File: src/rtl/core/btop_pkg.sv
// Shared types, codes and arithmetic helpers for the binomial tree option pricer.
// Used by btop_regs, btop_ctrl, btop_dp and binomial_tree_option_pricer_core.
`default_nettype none
package btop_pkg;

    // configuration register indexes
    localparam logic [2:0] REG_STEP_COUNT  = 3'd0;
    localparam logic [2:0] REG_IS_CALL     = 3'd1;
    localparam logic [2:0] REG_IS_AMERICAN = 3'd2;
    localparam logic [2:0] REG_STRIKE      = 3'd3;
    localparam logic [2:0] REG_UP_WEIGHT   = 3'd4;
    localparam logic [2:0] REG_DOWN_WEIGHT = 3'd5;
    localparam logic [2:0] REG_UP_FACTOR   = 3'd6;
    localparam logic [2:0] REG_DOWN_FACTOR = 3'd7;

    localparam logic [31:0] UP_FACTOR_RST = 32'h1000_0000;

    typedef struct packed {
        logic [10:0] step_count;
        logic        is_call;
        logic        is_american;
        logic [31:0] strike;
        logic [31:0] up_weight;
        logic [31:0] down_weight;
        logic [31:0] up_factor;
        logic [31:0] down_factor;
    } cfg_t;

    // datapath commands
    typedef enum logic [3:0] {
        OP_NONE,
        OP_LOAD,
        OP_DOWN,
        OP_BUILD_W,
        OP_BUILD_M1,
        OP_BUILD_M2,
        OP_READ,
        OP_ROW_LOAD,
        OP_NODE_MUL,
        OP_NODE_WR,
        OP_OUT
    } dp_op_t;

    typedef enum logic [3:0] {
        ST_IDLE,
        ST_DOWN,
        ST_BUILD_W,
        ST_BUILD_M1,
        ST_BUILD_M2,
        ST_ROW_START,
        ST_ROW_LOAD,
        ST_NODE_RD,
        ST_NODE_MUL,
        ST_NODE_WR,
        ST_FINISH
    } state_t;

    // price times d, Q0.32, round half up
    function automatic logic [31:0] mul_down(input logic [31:0] a, input logic [31:0] d);
        logic [63:0] pr;
        pr = 64'(a) * 64'(d) + 64'h0000_0000_8000_0000;
        return pr[63:32];
    endfunction

    // price times u, Q4.28, round half up, saturated
    function automatic logic [31:0] mul_up(input logic [31:0] a, input logic [31:0] u);
        logic [63:0] pr;
        pr = 64'(a) * 64'(u) + 64'h0000_0000_0800_0000;
        return (|pr[63:60]) ? 32'hFFFF_FFFF : pr[59:28];
    endfunction

    function automatic logic [31:0] payoff(input logic [31:0] price, input logic [31:0] k,
                                           input logic call);
        logic [31:0] r;
        r = 32'd0;
        if (call) begin
            if (price > k) r = price - k;
        end else begin
            if (k > price) r = k - price;
        end
        return r;
    endfunction

endpackage
`default_nettype wire

File: src/rtl/core/btop_regs.sv
// APB configuration register file for the option pricer.
// Depends on btop_pkg for register indexes and the cfg_t bundle.
`default_nettype none
module btop_regs (
    input  wire logic          aclk,
    input  wire logic          aresetn,
    input  wire logic          psel,
    input  wire logic          penable,
    input  wire logic          pwrite,
    input  wire logic [4:0]    paddr,
    input  wire logic [31:0]   pwdata,
    output logic [31:0]        prdata,
    output logic               pready,
    output btop_pkg::cfg_t     cfg
);
    btop_pkg::cfg_t cfg_reg;
    logic [2:0]     idx;
    logic           wr_en;

    assign idx    = paddr[4:2];
    assign wr_en  = psel && penable && pwrite;
    assign pready = 1'b1;
    assign cfg    = cfg_reg;

    // register writes
    always_ff @(posedge aclk) begin
        if (!aresetn) begin
            cfg_reg.step_count  <= 11'd1;
            cfg_reg.is_call     <= 1'b1;
            cfg_reg.is_american <= 1'b0;
            cfg_reg.strike      <= '0;
            cfg_reg.up_weight   <= '0;
            cfg_reg.down_weight <= '0;
            cfg_reg.up_factor   <= btop_pkg::UP_FACTOR_RST;
            cfg_reg.down_factor <= '0;
        end else if (wr_en) begin
            unique case (idx)
                btop_pkg::REG_STEP_COUNT:  cfg_reg.step_count  <= pwdata[10:0];
                btop_pkg::REG_IS_CALL:     cfg_reg.is_call     <= pwdata[0];
                btop_pkg::REG_IS_AMERICAN: cfg_reg.is_american <= pwdata[0];
                btop_pkg::REG_STRIKE:      cfg_reg.strike      <= pwdata;
                btop_pkg::REG_UP_WEIGHT:   cfg_reg.up_weight   <= pwdata;
                btop_pkg::REG_DOWN_WEIGHT: cfg_reg.down_weight <= pwdata;
                btop_pkg::REG_UP_FACTOR:   cfg_reg.up_factor   <= pwdata;
                btop_pkg::REG_DOWN_FACTOR: cfg_reg.down_factor <= pwdata;
                default: ;
            endcase
        end
    end

    // read mux
    always_comb begin
        unique case (idx)
            btop_pkg::REG_STEP_COUNT:  prdata = {21'd0, cfg_reg.step_count};
            btop_pkg::REG_IS_CALL:     prdata = {31'd0, cfg_reg.is_call};
            btop_pkg::REG_IS_AMERICAN: prdata = {31'd0, cfg_reg.is_american};
            btop_pkg::REG_STRIKE:      prdata = cfg_reg.strike;
            btop_pkg::REG_UP_WEIGHT:   prdata = cfg_reg.up_weight;
            btop_pkg::REG_DOWN_WEIGHT: prdata = cfg_reg.down_weight;
            btop_pkg::REG_UP_FACTOR:   prdata = cfg_reg.up_factor;
            btop_pkg::REG_DOWN_FACTOR: prdata = cfg_reg.down_factor;
            default:                   prdata = '0;
        endcase
    end
endmodule
`default_nettype wire

File: config.mk
export PLATFORM = sky130hd
export DESIGN_NAME = btop_regs
export DESIGN_NICKNAME = d
export VERILOG_FILES = /design/src/rtl/core/btop_pkg.sv /design/src/rtl/core/btop_regs.sv
export SDC_FILE = /design/constraint.sdc
export NUM_CORES = 1
export LEC_CHECK = 0
export BUFFER_PORTS_ARGS = -buffer_cell sky130_fd_sc_hd__buf_2
export CAP_MARGIN = 20
export CORE_MARGIN = 8
export CORE_UTILIZATION = 37
export CTS_BUF_LIST = sky130_fd_sc_hd__clkbuf_4 sky130_fd_sc_hd__clkbuf_8
export DETAILED_ROUTE_END_ITERATION = 8
export GPL_TIMING_DRIVEN = 0
export PLACE_DENSITY_LB_ADDON = 0.15
export SYNTH_ARGS = -nofsm -noshare
export SYNTH_HDL_FRONTEND = slang
export SYNTH_SLANG_ARGS = --single-unit
export TNS_END_PERCENT = 20
File: constraint.sdc
create_clock -name aclk -period 2.52 [get_ports aclk]
set_input_delay 0.504 -clock aclk [delete_from_list [all_inputs] [get_ports aclk]]
set_output_delay 0.504 -clock aclk [all_outputs]
set_load 0.02 [all_outputs]
### Yosys cells after proc, flatten, opt, wreduce, memory -nomap -nowiden

Cells that the tools add are included.

| storage, ports and cells | value |
|---|---|
| register bits | 173 |
| bits of input ports | 42 |
| logic and storage cells | 27 |

| cells by class | value |
|---|---|
| equality and inequality tests | 7 |
| multiplexer cells | 1 |
| reductions and logical operators | 11 |

Operator list:

| cell | number |
|---|---|
| 32-bit case mux with 8 select lines | 1 |
| 2-bit AND reduction | 8 |
| 3-bit equality test (second input constant) | 4 |
| 3-bit by 2-bit equality test with 1-bit output (second input constant) | 2 |
| 3-bit by 1-bit equality test with 1-bit output (second input constant) | 1 |
| 3-bit zero test | 1 |
| 1-bit logical AND | 2 |

### Logic depth before layout (Yosys ltp)

Gate-level depths: netlist (run 1).

| depth | value |
|---|---|
| word-level depth | 3 |
| depth in mapped cells | 6 |

### Worst setup path before layout (run 1)

Ideal clock, no wire load.

| path | value |
|---|---|
| kind | input port to output port |
| from | input port paddr[2] |
| to | output port prdata[16] |
| data arrival time | 1.667 ns |
| data required time | 2.016 ns |
| setup slack | 0.349 ns |
| stages | 6 |
| buffers on the path | 4 |
| cells stage by stage | buf_2 > buf_4 > buf_2 > buf_2 > a21oi_1 > a31oi_1 |

| between the ends | value |
|---|---|
| cells in the longest elaborated chain, start to end | 2 |

RTL lines:

| item | RTL line | source |
|---|---|---|
| start, declared | btop_regs.sv:10 | `input wire logic [4:0] paddr,` |
| 3-bit equality test, or another cell as far along | btop_regs.sv:53 | `unique case (idx)` |
| 32-bit case mux with 8 select lines * | btop_regs.sv:53 |  |
| end, declared | btop_regs.sv:12 | `output logic [31:0] prdata,` |

Mark *: on every way between the ends. The rest lies on a longest branch, timed or not.

### Final worst setup path (run 1)

| path | value |
|---|---|
| from | input port paddr[2] |
| to | output port prdata[9] |

Same word-level chain as after synthesis.

==> results of run 1 <==
==> Yosys cell counts <==
| cell | instances | area share [%] |
|---|---|---|
| a21oi_1 | 31 | 2.0 |
| a221oi_1 | 10 | 1.1 |
| a22oi_1 | 10 | 0.95 |
| a31oi_1 | 21 | 1.7 |
| and2b_1 | 1 | 0.095 |
| buf_2 | 17 | 1.1 |
| buf_4 | 14 | 1.3 |
| buf_6 | 7 | 1.0 |
| clkbuf_1 | 28 | 1.3 |
| conb_1 | 1 | 0.048 |
| dfxtp_1 | 173 | 44 |
| inv_1 | 2 | 0.095 |
| mux2_1 | 44 | 6.3 |
| mux2_2 | 19 | 2.7 |
| mux2i_1 | 170 | 22 |
| mux4_2 | 2 | 0.57 |
| nand2_1 | 244 | 12 |
| nand2b_1 | 2 | 0.16 |
| nand4_4 | 1 | 0.27 |
| nand4b_4 | 1 | 0.30 |
| nor2_1 | 1 | 0.048 |
| nor2_2 | 2 | 0.16 |
| nor2_4 | 4 | 0.57 |
| nor2b_1 | 3 | 0.24 |
| nor3_2 | 1 | 0.13 |
| o21ai_1 | 2 | 0.13 |
| o311ai_1 | 3 | 0.33 |
| o41ai_1 | 1 | 0.11 |
==> layer usage <==
layer,GRT usage (%),vias to the layer above,share of wire (%)
met5,0,-,0.070
met4,4.92,4,1.2
met3,7.09,30,8.0
met2,36.9,261,46
met1,28.7,3405,44
li1,-,3339,-
==> cell families after synthesis <==
logic type             after synthesis  synth area share (%)
AOI/OAI and AO/OA                   78                  6.28
buffers and inverters               68                  4.85
DFF                                173                  44.0
muxes                              235                  31.2
other                                1                0.0476
and+or+nand+nor                    260                  13.6
==> worst min-delay path by stage <==
| stage | startpoint | end | slack [ns] | cells past startpoint |
|---|---|---|---|---|
| floorplan | cfg[101]$_SDFFE_PN0P_ | cfg[101]$_SDFFE_PN0P_ | 0.54 | 2 |
| global placement | cfg[41]$_SDFFE_PN0P_ | cfg[41]$_SDFFE_PN0P_ | 0.45 | 2 |
| detailed placement | cfg[11]$_SDFFE_PN0P_ | cfg[11]$_SDFFE_PN0P_ | 0.46 | 2 |
| CTS | pwdata[28] | cfg[60]$_SDFFE_PN1P_ | 0.32 | 3 |
| global route | pwdata[28] | cfg[60]$_SDFFE_PN1P_ | 0.34 | 3 |
| finish | pwdata[28] | cfg[60]$_SDFFE_PN1P_ | 0.34 | 3 |
==> critical path: stages <==
cell	delay, ns
buf_2	0.17
clkbuf_4	0.25
nor2_2	0.43
a221oi_1	0.15
a21oi_1	0.24
buf_2	0.21
==> timing repair <==
| item | 4_1_cts | 5_1_grt |
|---|---|---|
| pin swaps | 0 | 0 |
| setup endpoints to repair | 21 | 14 |
| gates resized for setup | 8 | 10 |
| hold buffers | 0 | 0 |
| setup buffers | 0 | 0 |
==> per-stage QoR <==
step | hold WS [ns] | utilization, % | setup WS [ns]
6_report | 0.341 | 47.1 | 0.0530
3_5_place_dp | 0.458 | 45.0 | -0.250
5_1_grt | 0.344 | 47.1 | -0.00340
3_3_place_gp | 0.451 | 45.0 | -0.272
4_1_cts | 0.316 | 47.0 | 0.0488
2_1_floorplan | 0.541 | - | 0.349
==> power by group through the flow <==
stage	Sequential [mW]	Clock [mW]	Combinational, mW
2_1_floorplan	2.85	0	0.283
3_3_place_gp	2.83	0	0.534
3_5_place_dp	2.83	0	0.535
4_1_cts	2.77	2.11	0.540
5_1_grt	2.77	2.23	0.575
6_report	2.77	2.06	0.537
==> cell usage in the layout (no fill, tap or decap), drive strengths merged <==
cell type,netlist,final
buf,38,276
nand2,244,244
dfxtp,173,173
mux2i,170,170
mux2,63,63
clkbuf,28,52
a21oi,31,31
a31oi,21,21
a22oi,10,10
a221oi,10,10
nor2,7,7
clkinv,0,5
inv,2,5
nor2b,3,3
o311ai,3,3
mux4,2,2
nand2b,2,2
o21ai,2,2
bufinv,0,2
diode,0,1
and2b,1,1
nand4,1,1
nand4b,1,1
nor3,1,1
o41ai,1,1
conb,1,1
clkinvlp,0,1
==> final cells by class <==
cell class	instances	area, µm²	area share, %
multi-input combinational	574	4030	40.8
sequential	173	3460	35.1
timing repair buffer	241	1210	12.2
buffer	66	404	4.10
tap	275	344	3.49
clock buffer	21	283	2.87
clock inverter	11	133	1.34
inverter	2	7.51	0.0761
antenna	1	2.50	0.0254
==> reports/results.tsv, run 1 <==
metric	value	unit
critPathCaptureType	output pin	
p_total	5.37	mW
cts_tree	yes	
grt_pass1_wl	44800	µm
n_fill_cell	2162	
r2r_end	cfg[25]$_SDFFE_PN0P_	
drt-total-wl	30100	µm
synth-seq-area-share	44.0	%
dieHeight	162	µm
final_nets	1117	
area_growth	25.4	%
worstPathArrival	1.96	ns
power_density	544	mW/mm²
start_util	37.6	%
die-area	0.0262	mm²
place_inst	1331	
ir_drop	0.300	mV
via_count	7039	
grt_pass1_vias	7154	
slew_violations	0	
dpl.hpwl	21600	µm
io-pin-count	248	
finalHoldViolations	0	
syn_area_per_cell	9.66	µm²
drive_above_1_share	32.0	%
slew_headroom	44.5	%
ant_nets	0	
antenna_found_initial	3	
place.gp.congestion	0.785	
portBuffers	241	
p_leak	4.23	nW
worstSetupStartpointType	input port	
track_usage	22.6	%
clock_latency	0.47	ns
period_minus_slack	2.47	ns
tightest_slew	0.833	ns
skew	0	ns
clock-root-buffer	clkbuf_8	
power_frac_clock	38.4	%
status	finished, final reports clean	
period_share	97.9	%
swShare	27.5	%
maxCapViolCount	0	
drtIter0Drc	373	
r2r_start	cfg[25]$_SDFFE_PN0P_	
largest_reg_flops	173	
wl_per_cell	22.1	µm
ys_warn_count	0	
yosysUniqueCellTypes	28	
clock-sinks	173	
p_comb_share	10.0	%
placed_area	0.00942	mm²
hold_path.class	input port to flop	
setup_viol	0	
rows	53	
cp-endpoint	prdata[9]	
core	0.0210	mm²
htree_num_levels	4	
fmax	0.405	GHz
crit_path_max_fanout	10	
synth.cell_area	0.00787	mm²
viasPerCell	5.16	
first_pass_iters	5	
die_width	162	µm
syn_inst	815	
synth-seq-cells	173	
drc	0	
r2r_cells	2	
final.setup.tns	0	ns
p_switching	1.48	mW
clk_pin_slew	0.09	ns
crit_start	paddr[2]	
r2r_slack	1.82	ns
p_seq_share	51.6	%
crit_type	input port to output pin	
intPower	3.89	mW
syn_nets	857	
fin_cells	1364	
finalInstanceArea	0.00987	mm²
grt_max_degree	17	
max-clock-path-buffers	2	
overflow	0	
required	2.02	ns
numCtsBuffers	17	
Power figures use the tool's default switching activity.
==> inputs of run 2 (changes only) <==
Settings changed: ABC_AREA from default to 1, CORE_UTILIZATION 37 to 57, HOLD_SLACK_MARGIN from default to 0.15.
==> reports/results.tsv, run 2 <==
metric	value	unit	change
synth-seq-area-share	44.7	%	was 44.0%
worstPathArrival	1.84	ns	was 1.96 ns
start_util	58.5	%	was 37.6%
io-pin-count	248		unchanged
yosys-top-cells-area	dfxtp_1 (45%), nor2_1 (13%), o21ai_0 (10%)		was dfxtp_1 (44%), mux2i_1 (22%), nand2_1 (12%)
swShare	26.0	%	was 27.5%
via_count	9080		was 7039
wl_per_cell	19.6	µm	was 22.1 µm
cts_hold_buffers	0		unchanged
drt-total-wl	30500	µm	was 30100 µm
cts_tree	yes		unchanged
clock_latency	0.47	ns	about the same
area_growth	24.2	%	was 25.4%
worstSetupStartpointType	input port		unchanged
synth.cell_area	0.00774	mm²	was 0.00787 mm²
drtIter0Drc	1067		was 373
numCtsBuffers	17		unchanged
critPathCaptureType	output pin		unchanged
portBuffers	239		was 241
synth-async-reset-ratio	0	%	unchanged
grt_max_degree	17		unchanged
layout.cells.most_common	nor2_1		was buf_2
syn_inst	1111		was 815
synth_edf_count	0		unchanged
syn_nets	1153		was 857
max-clock-path-buffers	2		unchanged
largest_reg_flops	173		unchanged
overflow	0		unchanged
crit_path_max_fanout	10		unchanged
ys.flop_type	dfxtp_1		unchanged
synth_top_area_cell	dfxtp_1		unchanged
die_width	133	µm	was 162 µm
synth_top_area_share	44.7	%	was 44.0%
synthTopCellsByCount	nor2_1 (273), dfxtp_1 (173), o21ai_0 (155), nand2_1 (126), nor3_1 (98)		was nand2_1 (244), dfxtp_1 (173), mux2i_1 (170), mux2_1 (44), a21oi_1 (31)
dpl.hpwl	22200	µm	was 21600 µm
final_nets	1411		was 1117
slew_headroom	56.2	%	was 44.5%
finalHoldViolations	0		unchanged
place.gp.congestion	0.957		was 0.785
grt_pass1_wl	47100	µm	was 44800 µm
dieHeight	133	µm	was 162 µm
fmax	0.426	GHz	was 0.405 GHz
ys_warn_count	0		unchanged
final.setup.tns	0	ns	unchanged
ant_nets	0		unchanged
crit_type	input port to output pin		unchanged
drive_above_1_share	24.0	%	was 32.0%
intPower	4.07	mW	was 3.89 mW
period_share	93.2	%	was 97.9%
clock-root-buffer	clkbuf_8		unchanged
layout_common_cells	nor2_1 (273), buf_2 (271), dfxtp_1 (173)		was buf_2 (252), nand2_1 (244), dfxtp_1 (173)
grt_setup_unrepaired	no		
p_comb_share	9.2	%	was 10.0%
grt_pass1_vias	8521		was 7154
p_seq_share	50.8	%	was 51.6%
rows	42		was 53
ir_drop	0.380	mV	was 0.300 mV
ctsResizeCount	0		was 8
period_minus_slack	2.35	ns	was 2.47 ns
synth.most_common_cell	nor2_1		was nand2_1
required	2.02	ns	about the same
setup_viol	0		unchanged
power_density	572	mW/mm²	was 544 mW/mm²
antenna_found_initial	1		was 3
skew	0	ns	unchanged
hold_path.class	input port to flop		unchanged
first_pass_iters	8		was 5
power_frac_clock	40.0	%	was 38.4%
yosysUniqueCellTypes	28		unchanged
cts_setup_buffers	0		unchanged
track_usage	33.7	%	was 22.6%
p_leak	4.67	nW	was 4.23 nW
core	0.0132	mm²	was 0.0210 mm²
p_switching	1.43	mW	was 1.48 mW
setup_ws	0.172	ns	was 0.0530 ns
status	finished, final reports clean		unchanged
maxCapViolCount	0		unchanged
synth-seq-cells	173		unchanged
pre_cts_ws	0.228	ns	was -0.250 ns
clock-sinks	173		unchanged
die-area	0.0176	mm²	was 0.0262 mm²
clk_pin_slew	0.09	ns	about the same
htree_num_levels	4		unchanged
slew_violations	0		unchanged
viasPerCell	5.82		was 5.16
drc	0		unchanged
syn_area_per_cell	6.97	µm²	was 9.66 µm²
tightest_slew	0.657	ns	was 0.833 ns
-- run 2: cell count changes after synthesis, sizes merged, moves of 41 or more --
| cell | change |
|---|---|
| mux2i | -170 |
| o21ai | +180 |
| nor3 | +97 |
| mux2 | -63 |
| nand2 | -115 |
| nand3 | +41 |
| nor2 | +272 |
| nand4 | +49 |
| inv | +51 |
-- run 2: critical path, stage by stage --
cell	delay (ns)
buf_4	0.20
buf_1	0.50
nand4_1	0.17
nand2_1	0.12
inv_1	0.04
nand4_1	0.12
buf_2	0.19
-- run 2: power groups by stage --
stage / clock network, mW / logic (mW) / registers (mW)
after floorplan: 0 / 0.228 / 2.90
after global placement: 0 / 0.485 / 2.86
after detailed placement: 0 / 0.490 / 2.86
after CTS: 2.18 / 0.493 / 2.79
after global routing: 2.31 / 0.535 / 2.80
final: 2.20 / 0.508 / 2.79
-- run 2: area by class of cell --
type	count	area (µm²)
inverters	55	215
repair buffers	239	1200
multi-input cells	792	3620
flip-flops and latches	173	3460
clock inverters	10	161
diodes	1	2.50
clock buffers	22	290
plain buffers	91	449
well taps	176	220
fillers	1167	3630
-- run 2: metal layers --
layer | wire [µm] | global-route usage [%] | vias to the layer above
met4 | 1150 | 16.8 | 0
met1 | 11800 | 42.7 | 4133
met3 | 3970 | 9.77 | 101
met5 | 0 | 0 | -
li1 | - | - | 4187
met2 | 13600 | 51.1 | 659
-- run 2: logic make-up after synthesis --
| group | synth area share [%] |
|---|---|
| AOI/OAI and AO/OA | 12.6 |
| buffers and inverters | 8.58 |
| other | 0.0484 |
| and+or+nand+nor | 34.1 |
| DFF | 44.7 |
-- run 2: final timing paths --
path | startpoint | to | slack, ns | cells after the start
worst min-delay path | pwdata[24] | cfg[56]$_SDFFE_PN0P_ | 0.34 | 3
worst min register to register | cfg[5]$_SDFFE_PN0P_ | cfg[5]$_SDFFE_PN0P_ | 0.50 | 2
worst max register to register | cfg[137]$_SDFFE_PN0P_ | cfg[137]$_SDFFE_PN0P_ | 1.75 | 2
worst max-delay path | paddr[4] | prdata[31] | 0.17 | 7
-- run 2: through the flow --
stage | hold slack (ns) | utilization (%) | area [µm²] | total power, mW | cells
2_1_floorplan | 0.553 | - | 7740 | 3.12 | 1111
3_3_place_gp | 0.464 | 69.2 | 9160 | 3.34 | 1526
3_5_place_dp | 0.470 | 69.2 | 9160 | 3.35 | 1526
4_1_cts | 0.326 | 72.6 | 9610 | 5.46 | 1558
5_1_grt | 0.330 | 72.6 | 9610 | 5.64 | 1559
6_report | 0.338 | 72.6 | 9610 | 5.50 | 1559
==> inputs of run 3 (changes only) <==
--- a/config.mk
+++ b/config.mk
@@ -12,4 +12,5 @@
 export CORE_UTILIZATION = 57
 export CTS_BUF_LIST = sky130_fd_sc_hd__clkbuf_4 sky130_fd_sc_hd__clkbuf_8
+export CTS_CLUSTER_DIAMETER = 80
 export DETAILED_ROUTE_END_ITERATION = 8
 export GPL_TIMING_DRIVEN = 0
==> constraint.sdc (replaced) <==
create_clock -name aclk -period 2.52 [get_ports aclk]
set_input_delay 0 -clock aclk [delete_from_list [all_inputs] [get_ports aclk]]
set_output_delay 0 -clock aclk [all_outputs]
set_load 0.02 [all_outputs]
==> reports/results.tsv, run 3 (synthesized netlist as in run 2, its figures left out) <==
metric	value	unit	change
status	finished, final reports clean		unchanged
p_comb_share	10.1	%	was 9.2%
tightest_slew	0.669	ns	was 0.657 ns
core	0.0132	mm²	unchanged
drive_above_1_share	23.3	%	was 24.0%
grt_pass1_wl	48000	µm	was 47100 µm
via_count	9421		was 9080
p_total	5.56	mW	was 5.50 mW
antenna_found_initial	0		was 1
slew_violations	0		unchanged
start_util	58.5	%	unchanged
skew	0	ns	unchanged
numCtsBuffers	17		unchanged
p_leak	4.84	nW	was 4.67 nW
die-area	0.0176	mm²	unchanged
ir_drop	0.394	mV	was 0.380 mV
max-clock-path-buffers	2		unchanged
swShare	26.0	%	about the same
power_density	554	mW/mm²	was 572 mW/mm²
drt-total-wl	31100	µm	was 30500 µm
setup_viol	0		unchanged
crit_path_frequent_cell	dlygate4sd3_1		was nand4_1
clock-sinks	173		unchanged
drc	0		unchanged
r2r_slack	1.74	ns	was 1.75 ns
pre_cts_ws	1.24	ns	was 0.228 ns
area_growth	29.4	%	was 24.2%
crit_slowest_cell	dlygate4sd3_1		was buf_1
first_pass_iters	8		unchanged
slowest_delay	0.67	ns	was 0.50 ns
final_nets	1452		was 1411
ant_nets	0		unchanged
antennaDiodeCount	0		was 1
dieHeight	133	µm	unchanged
largest_reg_flops	173		unchanged
period_share	82.5	%	was 93.2%
crit_path_max_fanout	7		was 10
fmax	0.481	GHz	was 0.426 GHz
clk_pin_slew	0.09	ns	about the same
ctsResizeCount	0		unchanged
p_switching	1.45	mW	was 1.43 mW
drtIter0Drc	1196		was 1067
intPower	4.11	mW	was 4.07 mW
layout.cells.most_common	nor2_1		unchanged
critPathCaptureType	flop		was output pin
period_minus_slack	2.08	ns	was 2.35 ns
finalHoldViolations	0		unchanged
worstSetupStartpointType	input port		unchanged
place.gp.congestion	0.957		unchanged
cts_tree	yes		unchanged
grt_max_degree	17		unchanged
crit_chain	dlygate4sd3_1 > buf_2 > nand3_2 > dlygate4sd3_1 > nor2_4 > inv_2 > nor2_1 > dlygate4sd3_1 > nor2_1		was buf_4 > buf_1 > nand4_1 > nand2_1 > inv_1 > nand4_1 > buf_2
wl_per_cell	19.5	µm	was 19.6 µm
required	2.88	ns	was 2.02 ns
power_frac_clock	39.6	%	was 40.0%
hold_path.class	input port to flop		unchanged
viasPerCell	5.89		was 5.82
track_usage	34.2	%	was 33.7%
grt_setup_unrepaired	no		unchanged
portBuffers	239		unchanged
maxCapViolCount	0		unchanged
p_seq_share	50.3	%	was 50.8%
final.setup.tns	0	ns	unchanged
worstPathArrival	2.44	ns	was 1.84 ns
crit_type	input port to flop		was input port to output pin
setup_ws	0.441	ns	was 0.172 ns
htree_num_levels	4		unchanged
layout_common_cells	nor2_1 (273), buf_2 (271), dfxtp_1 (173)		unchanged
io-pin-count	248		unchanged
clock-root-buffer	clkbuf_8		unchanged
die_width	133	µm	unchanged
grt_pass1_vias	8824		was 8521
clock_latency	0.47	ns	about the same
slew_headroom	55.4	%	was 56.2%
overflow	0		unchanged
dpl.hpwl	22200	µm	unchanged
n_fill_cell	1091		was 1167
rows	42		unchanged
run 3: changes by cell type in the layout (fill, tap and decap cells not counted), sizes merged:
cell / change
diode: -1
dlygate4sd3: +41
run 3: cell type report:
cell class                      count  area [µm²]  area share, %
Tap cell                          176         220           2.20
Sequential cell                   173        3460           34.6
Inverter                           55         215           2.15
Multi-Input combinational cell    792        3620           36.1
Timing Repair Buffer              280        1610           16.0
Buffer                             91         449           4.48
Clock buffer                       22         290           2.90
Clock inverter                     10         161           1.61
run 3: worst max-delay path, delay by kind of cell:
kind                   cells  cell delay, ns
buffers and inverters      5            1.95
and+or+nand+nor            4            0.48
run 3: power by group through the flow:
stage	combinational [mW]	clock (mW)	sequential, mW
global placement	0.485	0	2.86
floorplan	0.228	0	2.90
CTS	0.540	2.18	2.79
detailed placement	0.490	0	2.86
global route	0.587	2.30	2.80
finish	0.560	2.20	2.79
run 3: timing repair:
action | 4_1_cts | 5_1_grt
setup buffers | 0 | 0
endpoints found under the setup margin | 0 | 0
endpoints found under the hold margin | 173 | 0
hold buffers | 41 | 0
run 3: worst paths after layout:
kind	startpoint	endpoint	cells past startpoint
worst max-delay path	penable	cfg[63]$_SDFFE_PN0P_	9
worst min-delay path	pwrite	cfg[127]$_SDFFE_PN0P_	6
worst max register to register	cfg[88]$_SDFFE_PN0P_	cfg[88]$_SDFFE_PN0P_	2
worst min register to register	cfg[162]$_SDFFE_PN1P_	cfg[162]$_SDFFE_PN1P_	2
run 3: per-stage QoR:
stage | hold WS, ns | util, % | area [µm²] | std cells
6_report | 0.171 | 75.7 | 10000 | 1599
5_1_grt | 0.209 | 75.7 | 10000 | 1599
4_1_cts | 0.155 | 75.7 | 10000 | 1599
3_5_place_dp | 0.307 | 69.2 | 9160 | 1526
3_3_place_gp | 0.301 | 69.2 | 9160 | 1526
2_1_floorplan | 0.130 | - | 7740 | 1111
run 3: routing by layer:
metal | GRT usage (%) | vias up | share of wire, %
li1 | - | 4275 | -
met1 | 41.9 | 4318 | 38
met2 | 52.8 | 708 | 45
met3 | 11.2 | 120 | 14
met4 | 17.3 | 0 | 4.0
met5 | 0 | - | 0
