[src/rtl/core/btop_pkg.sv]
// Shared types, codes and arithmetic helpers for the binomial tree option pricer.
// Used by btop_regs, btop_ctrl, btop_dp and binomial_tree_option_pricer_core.
`default_nettype none
package btop_pkg;

    // configuration register indexes
    localparam logic [2:0] REG_STEP_COUNT  = 3'd0;
    localparam logic [2:0] REG_IS_CALL     = 3'd1;
    localparam logic [2:0] REG_IS_AMERICAN = 3'd2;
    localparam logic [2:0] REG_STRIKE      = 3'd3;
    localparam logic [2:0] REG_UP_WEIGHT   = 3'd4;
    localparam logic [2:0] REG_DOWN_WEIGHT = 3'd5;
    localparam logic [2:0] REG_UP_FACTOR   = 3'd6;
    localparam logic [2:0] REG_DOWN_FACTOR = 3'd7;

    localparam logic [31:0] UP_FACTOR_RST = 32'h1000_0000;

    typedef struct packed {
        logic [10:0] step_count;
        logic        is_call;
        logic        is_american;
        logic [31:0] strike;
        logic [31:0] up_weight;
        logic [31:0] down_weight;
        logic [31:0] up_factor;
        logic [31:0] down_factor;
    } cfg_t;

    // datapath commands
    typedef enum logic [3:0] {
        OP_NONE,
        OP_LOAD,
        OP_DOWN,
        OP_BUILD_W,
        OP_BUILD_M1,
        OP_BUILD_M2,
        OP_READ,
        OP_ROW_LOAD,
        OP_NODE_MUL,
        OP_NODE_WR,
        OP_OUT
    } dp_op_t;

    typedef enum logic [3:0] {
        ST_IDLE,
        ST_DOWN,
        ST_BUILD_W,
        ST_BUILD_M1,
        ST_BUILD_M2,
        ST_ROW_START,
        ST_ROW_LOAD,
        ST_NODE_RD,
        ST_NODE_MUL,
        ST_NODE_WR,
        ST_FINISH
    } state_t;

    // price times d, Q0.32, round half up
    function automatic logic [31:0] mul_down(input logic [31:0] a, input logic [31:0] d);
        logic [63:0] pr;
        pr = 64'(a) * 64'(d) + 64'h0000_0000_8000_0000;
        return pr[63:32];
    endfunction

    // price times u, Q4.28, round half up, saturated
    function automatic logic [31:0] mul_up(input logic [31:0] a, input logic [31:0] u);
        logic [63:0] pr;
        pr = 64'(a) * 64'(u) + 64'h0000_0000_0800_0000;
        return (|pr[63:60]) ? 32'hFFFF_FFFF : pr[59:28];
    endfunction

    function automatic logic [31:0] payoff(input logic [31:0] price, input logic [31:0] k,
                                           input logic call);
        logic [31:0] r;
        r = 32'd0;
        if (call) begin
            if (price > k) r = price - k;
        end else begin
            if (k > price) r = k - price;
        end
        return r;
    endfunction

endpackage
`default_nettype wire

[src/rtl/core/btop_ctrl.sv]
// Sequencer for the option pricer: walks the down steps, the terminal build
// and the backward induction rows. Depends on btop_pkg.
`default_nettype none
module btop_ctrl #(
    parameter int MAX_STEPS = 1024
) (
    input  wire logic              aclk,
    input  wire logic              aresetn,
    input  wire logic [10:0]       step_count,
    input  wire logic              s_tvalid,
    output logic                   s_tready,
    input  wire logic              out_full,
    input  wire logic              m_tready,
    output btop_pkg::dp_op_t       op,
    output logic [$clog2(MAX_STEPS+1)-1:0] addr
);
    localparam int CW = $clog2(MAX_STEPS + 1);

    btop_pkg::state_t state_reg, state_next;
    logic [CW-1:0] k_reg, k_next;
    logic [CW-1:0] j_reg, j_next;
    logic [CW-1:0] i_reg, i_next;
    logic [CW-1:0] n_eff;

    // effective step count: zero runs one step, large values clamp
    always_comb begin
        if (step_count == 11'd0)
            n_eff = CW'(1);
        else if (32'(step_count) > 32'(MAX_STEPS))
            n_eff = CW'(MAX_STEPS);
        else
            n_eff = CW'(step_count);
    end

    always_ff @(posedge aclk) begin
        if (!aresetn) begin
            state_reg <= btop_pkg::ST_IDLE;
            k_reg     <= '0;
            j_reg     <= '0;
            i_reg     <= '0;
        end else begin
            state_reg <= state_next;
            k_reg     <= k_next;
            j_reg     <= j_next;
            i_reg     <= i_next;
        end
    end

    // next state and counters
    always_comb begin
        state_next = state_reg;
        k_next     = k_reg;
        j_next     = j_reg;
        i_next     = i_reg;
        unique case (state_reg)
            btop_pkg::ST_IDLE: begin
                if (s_tvalid) begin
                    state_next = btop_pkg::ST_DOWN;
                    k_next     = '0;
                end
            end
            btop_pkg::ST_DOWN: begin
                k_next = k_reg + CW'(1);
                if (k_reg == n_eff - CW'(1)) begin
                    state_next = btop_pkg::ST_BUILD_W;
                    j_next     = '0;
                end
            end
            btop_pkg::ST_BUILD_W: begin
                if (j_reg == n_eff) begin
                    state_next = btop_pkg::ST_ROW_START;
                    i_next     = n_eff - CW'(1);
                end else begin
                    state_next = btop_pkg::ST_BUILD_M1;
                end
            end
            btop_pkg::ST_BUILD_M1: state_next = btop_pkg::ST_BUILD_M2;
            btop_pkg::ST_BUILD_M2: begin
                state_next = btop_pkg::ST_BUILD_W;
                j_next     = j_reg + CW'(1);
            end
            btop_pkg::ST_ROW_START: begin
                state_next = btop_pkg::ST_ROW_LOAD;
                j_next     = '0;
            end
            btop_pkg::ST_ROW_LOAD: state_next = btop_pkg::ST_NODE_RD;
            btop_pkg::ST_NODE_RD:  state_next = btop_pkg::ST_NODE_MUL;
            btop_pkg::ST_NODE_MUL: state_next = btop_pkg::ST_NODE_WR;
            btop_pkg::ST_NODE_WR: begin
                if (j_reg == i_reg) begin
                    if (i_reg == '0) begin
                        state_next = btop_pkg::ST_FINISH;
                    end else begin
                        state_next = btop_pkg::ST_ROW_START;
                        i_next     = i_reg - CW'(1);
                    end
                end else begin
                    state_next = btop_pkg::ST_NODE_RD;
                    j_next     = j_reg + CW'(1);
                end
            end
            btop_pkg::ST_FINISH: begin
                if (!out_full || m_tready) state_next = btop_pkg::ST_IDLE;
            end
            default: state_next = btop_pkg::ST_IDLE;
        endcase
    end

    // datapath commands
    always_comb begin
        op       = btop_pkg::OP_NONE;
        addr     = j_reg;
        s_tready = 1'b0;
        unique case (state_reg)
            btop_pkg::ST_IDLE: begin
                s_tready = 1'b1;
                if (s_tvalid) op = btop_pkg::OP_LOAD;
            end
            btop_pkg::ST_DOWN:      op = btop_pkg::OP_DOWN;
            btop_pkg::ST_BUILD_W:   op = btop_pkg::OP_BUILD_W;
            btop_pkg::ST_BUILD_M1:  op = btop_pkg::OP_BUILD_M1;
            btop_pkg::ST_BUILD_M2:  op = btop_pkg::OP_BUILD_M2;
            btop_pkg::ST_ROW_START: begin
                op   = btop_pkg::OP_READ;
                addr = '0;
            end
            btop_pkg::ST_ROW_LOAD:  op = btop_pkg::OP_ROW_LOAD;
            btop_pkg::ST_NODE_RD: begin
                op   = btop_pkg::OP_READ;
                addr = j_reg + CW'(1);
            end
            btop_pkg::ST_NODE_MUL:  op = btop_pkg::OP_NODE_MUL;
            btop_pkg::ST_NODE_WR:   op = btop_pkg::OP_NODE_WR;
            btop_pkg::ST_FINISH: begin
                if (!out_full || m_tready) op = btop_pkg::OP_OUT;
            end
            default: op = btop_pkg::OP_NONE;
        endcase
    end
endmodule
`default_nettype wire

[config.mk]
export PLATFORM = sky130hd
export DESIGN_NAME = btop_ctrl
export DESIGN_NICKNAME = d
export VERILOG_FILES = /design/src/rtl/core/btop_pkg.sv /design/src/rtl/core/btop_ctrl.sv
export SDC_FILE = /design/constraint.sdc
export NUM_CORES = 1
export LEC_CHECK = 0
export BUFFER_PORTS_ARGS = -buffer_cell sky130_fd_sc_hd__buf_2
export CAP_MARGIN = 30
export CORE_AREA = 2 2 119 75
export DETAILED_ROUTE_END_ITERATION = 10
export DIE_AREA = 0 0 121 77
export SLEW_MARGIN = 5
export SYNTH_ARGS = -nofsm -noshare
export SYNTH_HDL_FRONTEND = slang
export SYNTH_SLANG_ARGS = --single-unit
[constraint.sdc]
create_clock -name aclk -period 3.4 [get_ports aclk]
set_input_delay 0.17 -clock aclk [delete_from_list [all_inputs] [get_ports aclk]]
set_output_delay 0.17 -clock aclk [all_outputs]
set_load 0.1 [all_outputs]
* After elaboration in Yosys (flattened, before gate mapping)
Cells that the tools add are included.
Widths: inputs -> output; s select.
** Storage, ports and cells
- Register bits after elaboration :: 37
- Output and inout bits :: 16
- Input port bits :: 16
- Logic and storage cells :: 65
** Cells by class
- Add/subtract/negate cells :: 4
- Eq/ne operators :: 20
- Order comparisons :: 1
- Multiplexer cells :: 23
- Reductions and logical operators :: 13
** Operators with widths (number)
- $mux 11 :: 8
- $pmux 11 s2 :: 3
- $pmux 11 s4 :: 1
- $pmux 4 s11 :: 1
- $pmux 4 s10 :: 1
- $eq 11x11->1 :: 3
- $mux 4 :: 6
- $add 11x1->11 const B :: 2
- $logic_not 11->1 :: 2
- $sub 11x1->11 const B :: 2
- $eq 4x3->1 const B :: 4
- $ne 2x2->1 const B :: 7
- $eq 4x4->1 const B :: 3
- $gt 11x11->1 const B :: 1
- $eq 4x2->1 const B :: 2
- $reduce_and 3->1 :: 2
- $eq 4x1->1 const B :: 1
- $logic_not 4->1 :: 1
- $reduce_and 4->1 :: 1
- $reduce_bool 2->1 :: 2
- $reduce_bool 4->1 :: 1
- $mux 3 :: 1
- $mux 1 :: 2
- $reduce_and 2->1 :: 1
- 3 further kinds :: 3

* Depth between registers and ports, before layout
Gate-level depths: netlist (run 1).
- Depth in word-level cells :: 7
- Depth in mapped cells :: 16
- Mapped depth without buffers :: 13

* Least setup slack after synthesis (run 1)
OpenSTA, ideal clock, no wires.
- Path kind :: flip-flop to flip-flop
- Start point :: register state_reg[3]
- End point :: register k_reg[2]
- Setup time :: 0.119 ns
- Cell stages (with the launch flop) :: 7
- Path slack :: -1.341 ns
- Clock period less this slack :: 4.741 ns
- Buffers on the path :: 1
- Data arrival time :: 4.621 ns
- Data required time :: 3.281 ns
- Path through :: dfxtp_1 -> clkbuf_1 -> nor4_1 -> nand2_1 -> nand2_1 -> o211a_1 -> nor3_1
** Between the ends
- Longest elaborated chain between the ends :: 3
- Elaborated cells on any way between the ends :: 6
- Those cells by class :: 2 x eq/ne; 1 x mux; 3 x reduce/logical
** RTL lines
- start: declaration :: RTL line btop_ctrl.sv:19 : btop_pkg::state_t state_reg, state_next;
- start signal: assignment :: RTL line btop_ctrl.sv:37 : state_reg <= btop_pkg::ST_IDLE;
- start signal: assignment :: RTL line btop_ctrl.sv:42 : state_reg <= state_next;
- $eq 4x1->1 or $logic_not 4->1 (tied branches) :: RTL line btop_ctrl.sv:55 : unique case (state_reg)
- $reduce_bool 2->1 (no line) or $ne 2x2->1 (tied branches)
- $reduce_and 2->1 (no line)
- end signal: assignment :: RTL line btop_ctrl.sv:43 : k_reg <= k_next;
- end: declaration :: RTL line btop_ctrl.sv:20 : logic [CW-1:0] k_reg, k_next;
Several ways; a longest one is shown, not always the timed one.
A chain may end at the register's enable or synchronous reset.

* Worst setup path after layout (run 1)
- Start point :: input port step_count[4]
- End point :: register j_reg[1]
** Between the ends
- Longest elaborated chain between the ends :: 7
- Elaborated cells on any way between the ends :: 8
- Those cells by class :: 1 x add/sub; 1 x order compare; 2 x eq/ne; 2 x mux; 2 x reduce/logical
** RTL lines
- start: declaration :: RTL line btop_ctrl.sv:9 : input wire logic [10:0] step_count,
- $gt 11x11->1 :: RTL line btop_ctrl.sv:29 : else if (32'(step_count) > 32'(MAX_STEPS))
- $mux 11 :: RTL line btop_ctrl.sv:29
- $mux 11 * :: RTL line btop_ctrl.sv:27 : if (step_count == 11'd0)
- $sub 11x1->11 * :: RTL line btop_ctrl.sv:64 : if (k_reg == n_eff - CW'(1)) begin
- $eq 11x11->1 * :: RTL line btop_ctrl.sv:64
- $ne 2x2->1 (no line) *
- $reduce_and 3->1 (no line) *
- end signal: assignment :: RTL line btop_ctrl.sv:44 : j_reg <= j_next;
- end: declaration :: RTL line btop_ctrl.sv:21 : logic [CW-1:0] j_reg, j_next;
Every way passes the cells marked *; elsewhere a longest branch is shown, timed or not.

==> run_results.csv, run 1 <==
group,metric,value,unit
power,total_power,1.94,mW
setup_path,cpPeakStageDelay,0.42,ns
finish,syn_to_final_growth,14.0,%
cts,cts_setup_buffers,0,
cts,holdBufCountCts,0,
setup_path,cp-end-kind,"flop",
routing,wl_per_cell,17.6,um
cts,clockBufferDepth,2,
synthesis,yosysSeqAreaShare,22.5,%
timing,fmax,348,MHz
setup_path,worst-setup-path-type,"input pin to flop",
synthesis,syn_area,3290,um^2
setup_path,cp_max_fo,11,
flow_run,drv_cap,0,
finish,finalNetCount,521,
setup_path,crit_top_cell,"buf_4",
outcome,status,"finished clean",
routing,viasPerCell,6.11,
setup_path,required,3.62,ns
routing,drt_wl_total,10800,um
synthesis,synth-edff-count,0,
finish,final_design_area_no_fill,3750,um^2
setup_path,crit_cells,16,
timing,clock_skew,0.00541,ns
setup_path,worst_setup_path_start_kind,"input pin",
grt,grt_pass1_wl,18000,um
cts,numCtsBuffers,5,
floorplanning,die_w,121,um
synthesis,syn_avg_cell_area,6.83,um^2
routing,ant_nets,0,
grt,track_usage,24.2,%
setup_path,arrival,3.10,ns
placed_design,gp_congestion,0.958,
synthesis,netlist.top_cell.by_area,"dfxtp_1",
power,p_leak,1.36,nW
timing,relSlewSlack,44.2,%
routing,first_pass_iters,5,
cts,cts_tree,"built",
synthesis,syn_inst,482,
timing,worst-slew-pin-transition,0.837,ns
timing,rsz0062_at_grt,"no",
routing,route.detailed.drc,0,
floorplanning,start_util,40.0,%
synthesis,ys_warn_count,0,
setup_path,crit_chain,"buf_2 -> nor4_4 -> a31oi_1 -> nor2_1 -> inv_1 -> ha_1 -> buf_4 -> xnor2_1 -> buf_4 -> xnor2_1 -> a2111oi_0 -> and4_1 -> nand3_1 -> a21oi_2 -> buf_4 -> mux2i_1",
worst_hold_path,hold_path.class,"input pin to flop",
timing,report.final.slew_viol_count,0,
finish,fillers,812,
floorplanning,fp.coreArea,8230,um^2
timing,fin_crit_sh,84.6,%
floorplanning,die_area,9320,um^2
synthesis,async_reset_ff_share,0,%
synthesis,synthFlopType,"dfxtp_1",
routing,vias,3754,
placed_design,dp_slack,0.345,ns
synthesis,ys_types,65,
power,ir_drop,0.00106,V
setup_path,critPathTopFamily,"simple AND/OR/NAND/NOR gates",
setup_path,crit_buf_inv,5,
cts,insertion_delay,0.29,ns
cts,htreeDepth,2,
timing,hold_viol,0,
placed_design,io_buffers,31,
grt,grt_max_degree,28,
grt,overflow,0,
floorplanning,die_h,77,um
cts,clk_pin_slew_worst_paths,0.06,ns
setup_path,ff2ff_path_depth,7,
timing,setup_viol_count_final,0,
routing,drt_iter0_markers,460,
cts,clock_sinks,37,
finish,drive_above_1_share,14.9,%
synthesis,synth_top_area_share,22.5,%
placed_design,hpwl,8000,um
floorplanning,ios,32,
setup_path,slowest_stage,"a2111oi_0",
synthesis,synth-seq-cells,37,
placed_design,placed_area,3580,um^2
cts,cts.root.buffer_cell,"clkbuf_16",
worst_hold_path,whs_path_depth,4,
power,powerDensity,518,nW/um^2
timing,worst_slack,0.523,ns
timing,min_period,2.88,ns
grt,antenna_found_initial,0,
grt,grt_pass1_vias,3453,
floorplanning,rows,26,
synthesis,ys_top_cells_by_area,"dfxtp_1 (23%), o21ai_0 (6.1%), a21oi_1 (5.9%)",
synthesis,synthesis.nets,502,
finish,diodes,0,
cts,cts_resized,0,
-- where the power goes --
part | internal, mW | total [mW] | switching [mW]
sequential | 0.460 | 0.524 | 0.0646
clock | 0.367 | 0.555 | 0.189
combinational | 0.227 | 0.864 | 0.637
-- metrics by stage --
| stage | util (%) | hold WS (ns) | TNS (ns) | instances |
|---|---|---|---|---|
| finish | 45.6 | 0.287 | 0 | 614 |
| floorplan | - | 0.323 | -0.316 | 482 |
| global placement | 43.5 | 0.480 | 0 | 606 |
| detailed placement | 43.5 | 0.487 | 0 | 606 |
| CTS | 45.6 | 0.286 | 0 | 614 |
| global route | 45.6 | 0.308 | 0 | 614 |
-- cells in the mapped netlist, types with 2 or more instances --
cell,n
a2111oi_0,2
a211oi_1,3
a21boi_0,4
a21o_1,6
a21oi_1,39
a22o_1,4
a22oi_1,2
a31oi_1,23
and3_1,6
and4_1,3
buf_1,2
buf_2,4
clkbuf_1,28
dfxtp_1,37
ha_1,4
inv_1,21
mux2i_1,4
nand2_1,42
nand2b_1,8
nand3_1,25
nand4_1,7
nor2_1,49
nor2b_1,6
nor3_1,16
nor4_1,6
nor4b_1,2
o211ai_1,2
o21a_1,7
o21ai_0,40
o22ai_1,9
o31ai_1,6
o41ai_1,2
or2_2,5
or3_1,8
or3b_2,2
or4_4,2
xnor2_1,16
xor2_1,3
-- routing by layer --
metal	vias up	GRT usage, %	wire (um)
met2	184	32.0	4160
li1	1805	-	-
met5	-	0	0
met1	1749	37.9	5410
met3	16	5.80	1090
met4	0	6.51	148
-- kinds of logic (layout without fill, tap and decap cells) --
logic type	after synthesis	count (layout)	share of synthesized area, %
compound gates	163	163	31.4
xor+xnor	19	19	5.06
fa+ha+maj	4	4	1.52
buf+inv	58	78	7.11
flops	37	37	22.5
mux	5	5	1.56
simple gates	196	196	30.8
-- cell usage in the layout (no fill, tap or decap), types with 9 or more instances in the layout --
| cell | n |
|---|---|
| nor2_1 | 49 |
| nand2_1 | 42 |
| a21oi_1 | 39 |
| o21ai_0 | 37 |
| dfxtp_1 | 37 |
| buf_2 | 31 |
| nand3_1 | 25 |
| a31oi_1 | 23 |
| inv_1 | 21 |
| buf_4 | 17 |
| nor3_1 | 16 |
| xnor2_1 | 16 |
| o22ai_1 | 9 |
-- worst register-to-register path: cells and delay by family, from the launching register on --
kind | cells | cell delay (ns)
simple gates | 2 | 0.75
flops | 1 | 0.65
compound gates | 5 | 1.14
-- final timing paths --
check	startpoint	end	slack, ns
setup reg to reg	j_reg[7]	i_reg[9]	0.79
hold reg to reg	k_reg[6]	k_reg[6]	0.49
hold / removal	m_tready	state_reg[1]	0.29
setup / recovery	step_count[4]	j_reg[1]	0.52
-- final cells by class --
type,count,area (um^2),area share [%]
clock buffer,7,143,3.80
multi-input combinational,387,2330,62.2
sequential,37,741,19.7
timing repair buffer,48,283,7.54
clock inverter,1,30.0,0.801
tap,112,140,3.74
inverter,22,82.6,2.20
Note: power is estimated with default switching activity, not from simulation.
==> run 2: changes to the inputs <==
==> constraint.sdc (replaced) <==
create_clock -name aclk -period 2.37 [get_ports aclk]
set_input_delay 0.1185 -clock aclk [delete_from_list [all_inputs] [get_ports aclk]]
set_output_delay 0.1185 -clock aclk [all_outputs]
set_load 0.1 [all_outputs]
==> run 2 against run 1 <==
  * The flow now finishes with violations (setup timing)
  * Critical path depth fell by 1
  * Sequential cell count did not move
  * Sequential power rose by 36%
  * Total power rose by 56%
  * Via count rose by 8.5%
  * Core utilization rose by 10 points
  * Critical path type unchanged
  * Highest routed layer unchanged
==> run_results.csv, run 2 (synthesized netlist as in run 1, its figures left out) <==
group,metric,value,unit
setup_path,cp_max_fo,11,
outcome,violations,"setup timing",
worst_hold_path,hold_path.class,"input pin to flop",
finish,finalNetCount,589,
grt,overflow,0,
routing,route.detailed.drc,0,
setup_path,cp-end-kind,"flop",
floorplanning,die_area,9320,um^2
finish,fillers,779,
cts,clk_pin_slew_worst_paths,0.06,ns
floorplanning,die_h,77,um
routing,drt_wl_total,11900,um
power,powerDensity,658,nW/um^2
finish,final_cell_mix,"buf_4 (83), nor2_1 (48), nand2_1 (41), a21oi_1 (37), dfxtp_1 (35)",
cts,cts_tree,"built",
placed_design,gp_congestion,1.00,
cts,holdBufCountCts,0,
setup_path,r2r-start,"j_reg[7]",
timing,min_period,2.63,ns
grt,grt_max_degree,25,
flow_run,drv_cap,0,
finish,drive_above_1_share,28.9,%
cts,insertion_delay,0.29,ns
grt,met1_usage,41.1,%
setup_path,worst-setup-path-type,"input pin to flop",
timing,relSlewSlack,56.4,%
timing,worst-slew-pin-transition,0.652,ns
timing,fin_crit_sh,111,%
routing,viasPerCell,5.97,
routing,drt_iter0_markers,519,
worst_hold_path,holdCritStartpoint,"m_tready",
timing,fmax,380,MHz
setup_path,timing.rr.end,"i_reg[10]",
setup_path,rrSetupSlack,0.15,ns
worst_hold_path,whs_path_depth,4,
power,ir_drop,0.00111,V
grt,grt_pass1_vias,3556,
grt,gr-usage-met3,4.91,%
finish,diodes,0,
placed_design,hpwl,8890,um
finish,layout_commonest_cell,"buf_4",
cts,htreeDepth,2,
cts,numCtsBuffers,5,
placed_design,dp_slack,-0.686,ns
routing,first_pass_iters,5,
placed_design,io_buffers,31,
grt,top_usage_layer,"met1",
routing,ant_nets,0,
cts,cts.root.buffer_cell,"clkbuf_16",
finish,syn_to_final_growth,39.8,%
setup_path,ff2ff_path_depth,8,
timing,clock_skew,0.00802,ns
floorplanning,die_w,121,um
cts,clockBufferDepth,2,
timing,report.final.slew_viol_count,0,
timing,hold_ws,0.212,ns
routing,vias,4074,
timing,hold_viol,0,
grt,grt_pass1_wl,19100,um
outcome,status,"finished with violations",
timing,rsz0062_at_grt,"yes",
grt,use_met2,35.4,%
timing,setup_viol_count_final,14,
setup_path,arrival,2.84,ns
floorplanning,start_util,40.0,%
floorplanning,ios,32,
setup_path,worst_setup_path_start_kind,"input pin",
worst_hold_path,whs_endpoint,"state_reg[1]",
cts,clock_sinks,37,
floorplanning,fp.coreArea,8230,um^2
power,p_leak,1.76,nW
floorplanning,rows,26,
grt,antenna_found_initial,0,
grt,track_usage,25.7,%
timing,worst_slack,-0.259,ns
setup_path,required,2.58,ns
routing,wl_per_cell,17.5,um
## run 2: report_power, final
part	internal (mW)	total, mW	switching, mW
clock network	0.499	0.774	0.275
registers	0.660	0.713	0.0527
logic	0.494	1.54	1.05
## run 2: critical path, stage by stage
cell	delay [ns]
buf_8	0.10
nor4_4	0.29
a31oi_1	0.14
nor2_1	0.16
inv_1	0.09
ha_4	0.19
buf_6	0.14
a221o_1	0.38
xor2_1	0.17
nor4_2	0.16
and4_1	0.26
nand3_1	0.10
a21oi_2	0.18
buf_12	0.15
mux2i_1	0.19
## run 2: metrics by stage
| stage | total power, mW | area (um^2) | util, % | instances | TNS, ns |
|---|---|---|---|---|---|
| 5_1_grt | 3.19 | 4600 | 55.9 | 682 | -5.20 |
| 4_1_cts | 3.01 | 4570 | 55.5 | 681 | -2.92 |
| 3_5_place_dp | 2.16 | 4240 | 51.5 | 666 | -8.96 |
| 3_3_place_gp | 2.15 | 4240 | 51.5 | 666 | -8.75 |
| 2_1_floorplan | 1.73 | 3400 | - | 482 | -7.29 |
| 6_report | 3.03 | 4600 | 55.9 | 682 | -2.46 |
## run 2: worst max-delay path by stage
stage / cells after the start / to / start / slack (ns)
after global routing: 15 / j_reg[1] / step_count[0] / -0.40
after floorplan: 5 / addr[2] / state_reg[1] / -0.47
after CTS: 15 / j_reg[1] / step_count[4] / -0.28
after detailed placement: 14 / j_reg[1] / step_count[0] / -0.69
final: 15 / j_reg[1] / step_count[4] / -0.26
after global placement: 14 / j_reg[1] / step_count[0] / -0.63
## run 2: what timing repair did
item                       in CTS  in global routing
setup buffers                   9                  2
pin swaps                       2                 11
setup endpoints to repair      16                 29
hold endpoints to repair        0                  0
gates resized for setup        22                 10
## run 2: area by class of cell
cell class / count / area [um^2] / share of cell area (%)
inverter: 22 / 82.6 / 1.80
tap: 112 / 140 / 3.05
timing repair buffer: 116 / 967 / 21.0
clock inverter: 2 / 38.8 / 0.843
multi-input combinational: 387 / 2500 / 54.3
clock buffer: 6 / 129 / 2.80
sequential: 37 / 743 / 16.2
## run 2: per-layer routing
layer  vias to the layer above  part of all wire (%)
met3                        12                   9.2
met2                       193                    41
li1                       1947                     -
met4                         0                  0.70
met5                         -                     0
met1                      1922                    49
==> run 3: changes to the inputs <==
--- a/config.mk
+++ b/config.mk
@@ -5,11 +5,12 @@
 export SDC_FILE = /design/constraint.sdc
 export NUM_CORES = 1
 export LEC_CHECK = 0
-export BUFFER_PORTS_ARGS = -buffer_cell sky130_fd_sc_hd__buf_2
 export CAP_MARGIN = 30
 export CORE_AREA = 2 2 119 75
 export DETAILED_ROUTE_END_ITERATION = 10
 export DIE_AREA = 0 0 121 77
+export DONT_BUFFER_PORTS = 1
+export GPL_TIMING_DRIVEN = 0
 export SLEW_MARGIN = 5
 export SYNTH_ARGS = -nofsm -noshare
 export SYNTH_HDL_FRONTEND = slang
==> run 3 against run 2 <==
  * The flow still finishes with violations (setup timing)
  * Highest routed layer unchanged
  * Global-route usage grew 0.75 points
  * Largest power group unchanged
  * Critical path depth is the same
  * Combinational power up 4%
  * Wire length rose by 6.8%
  * Cell area grew 1.5%
  * Die area is the same
  * Sequential share of layout area up 0.19 points
  * Non-clock buffer count down 37
  * Hold slack worse by 0.19 ns
  * Final cell count down 5.4%
  * Fmax down 5.0%
==> run_results.csv, run 3 (synthesized netlist as in run 1, its figures left out) <==
group,metric,value,unit
finish,layout_commonest_cell,"nor2_1",
finish,multiInputGateArea,2790,um^2
placed_design,hpwl,8780,um
setup_path,cpPeakStageDelay,0.41,ns
timing,worst_slack,-0.397,ns
timing,hold_viol,0,
timing,hold_ws,0.0216,ns
setup_path,worst-setup-path-type,"input pin to flop",
power,powerDensity,654,nW/um^2
flow_run,drv_cap,0,
cts,cts.root.buffer_cell,"clkbuf_16",
finish,diodes,0,
routing,first_pass_iters,5,
grt,antenna_found_initial,0,
grt,overflow,0,
cts,htreeDepth,2,
timing,min_period,2.77,ns
floorplanning,die_w,121,um
setup_path,crit_top_cell,"buf_12",
power,ir_drop,0.00130,V
setup_path,cp_max_fo,6,
setup_path,worst_setup_path_start_kind,"input pin",
setup_path,cp-end-kind,"flop",
routing,wl_per_cell,19.8,um
finish,finalNetCount,552,
worst_hold_path,hold_path.class,"input pin to flop",
timing,clock_skew,0.00632,ns
timing,report.final.slew_viol_count,0,
outcome,violations,"setup timing",
placed_design,gp_congestion,0.950,
setup_path,arrival,2.92,ns
finish,final_cell_mix,"nor2_1 (43), buf_4 (41), nand2_1 (39), a21oi_1 (34), o21ai_0 (32)",
routing,drt_iter0_markers,561,
floorplanning,fp.coreArea,8230,um^2
grt,track_usage,26.5,%
finish,drive_above_1_share,31.1,%
timing,setup_viol_count_final,14,
timing,worst-slew-pin-transition,1.05,ns
floorplanning,ios,32,
routing,ant_nets,0,
grt,grt_pass1_vias,3533,
placed_design,io_buffers,0,
setup_path,crit_chain,"buf_12 -> nor4_4 -> a31oi_4 -> nor2_2 -> inv_2 -> ha_4 -> buf_12 -> xnor2_4 -> xnor2_1 -> a2111oi_1 -> and4_4 -> nand3_4 -> a21oi_4 -> buf_6 -> a31oi_1",
floorplanning,die_area,9320,um^2
finish,syn_to_final_growth,41.9,%
routing,vias,4067,
routing,route.detailed.drc,0,
finish,fillers,751,
cts,numCtsBuffers,5,
timing,fin_crit_sh,117,%
timing,fmax,361,MHz
routing,drt_wl_total,12800,um
floorplanning,die_h,77,um
floorplanning,rows,26,
placed_design,dp_slack,-1.17,ns
setup_path,slowest_stage,"a2111oi_1",
cts,clock_sinks,37,
cts,clockBufferDepth,2,
routing,viasPerCell,6.31,
outcome,status,"finished with violations",
floorplanning,start_util,40.0,%
power,p_leak,1.65,nW
cts,insertion_delay,0.29,ns
timing,rsz0062_at_grt,"yes",
cts,cts_tree,"built",
cts,clk_pin_slew_worst_paths,0.06,ns
finish,register_area,763,um^2
grt,grt_pass1_wl,19400,um
grt,grt_max_degree,13,
setup_path,required,2.53,ns
timing,relSlewSlack,30.2,%
-- run 3: layer usage --
metal / GRT usage, % / share of wire (%)
met1: 41.9 / 47
met2: 35.1 / 40
met3: 7.22 / 12
met4: 4.19 / 0.64
met5: 0 / 0
-- run 3: area by class of cell --
cell class / count / share of cell area, %
multi-input combinational: 387 / 59.7
sequential: 37 / 16.3
timing repair buffer: 53 / 10.7
buffer: 26 / 5.17
tap: 112 / 3.00
clock buffer: 6 / 2.97
inverter: 22 / 1.77
clock inverter: 2 / 0.295
-- run 3: metrics by stage --
step / area [um^2] / power, mW / setup TNS (ns) / cells / utilization, %
6_report: 4670 / 3.05 / -5.06 / 645 / 56.7
5_1_grt: 4670 / 3.19 / -6.34 / 645 / 56.7
3_5_place_dp: 3700 / 2.10 / -20.73 / 603 / 45.0
4_1_cts: 4390 / 2.94 / -5.03 / 637 / 53.3
3_3_place_gp: 3540 / 1.96 / -27.59 / 594 / 43.1
2_1_floorplan: 3400 / 1.73 / -7.29 / 482 / -
-- run 3: what timing repair did --
item	4_1_cts	5_1_grt
hold endpoints to repair	2	0
cloned	1	0
endpoints found under the setup margin	42	34
pin swaps	15	25
setup buffers	29	14
hold buffers	1	0
gates resized for setup	78	54
-- run 3: worst paths after layout --
check             slack (ns)     startpoint  cells after the start            to
hold / removal          0.02        aresetn                      2  state_reg[0]
setup reg to reg        0.03       i_reg[3]                      9      j_reg[9]
setup / recovery       -0.40  step_count[2]                     15     j_reg[10]
hold reg to reg         0.50       k_reg[6]                      2      k_reg[6]
-- run 3: critical path: cells and delay by family --
family / cells / cell delay (ns)
AO/OA/AOI/OAI: 4 / 0.89
XOR/XNOR: 2 / 0.37
adder cells (fa/ha/maj): 1 / 0.18
buffers and inverters: 4 / 0.47
AND/OR/NAND/NOR: 4 / 0.89
-- run 3: power by group --
group	internal [mW]	switching (mW)	leakage, nW
Sequential	0.661	0.0854	0.305
Clock	0.419	0.285	0.0768
Combinational	0.527	1.08	1.27
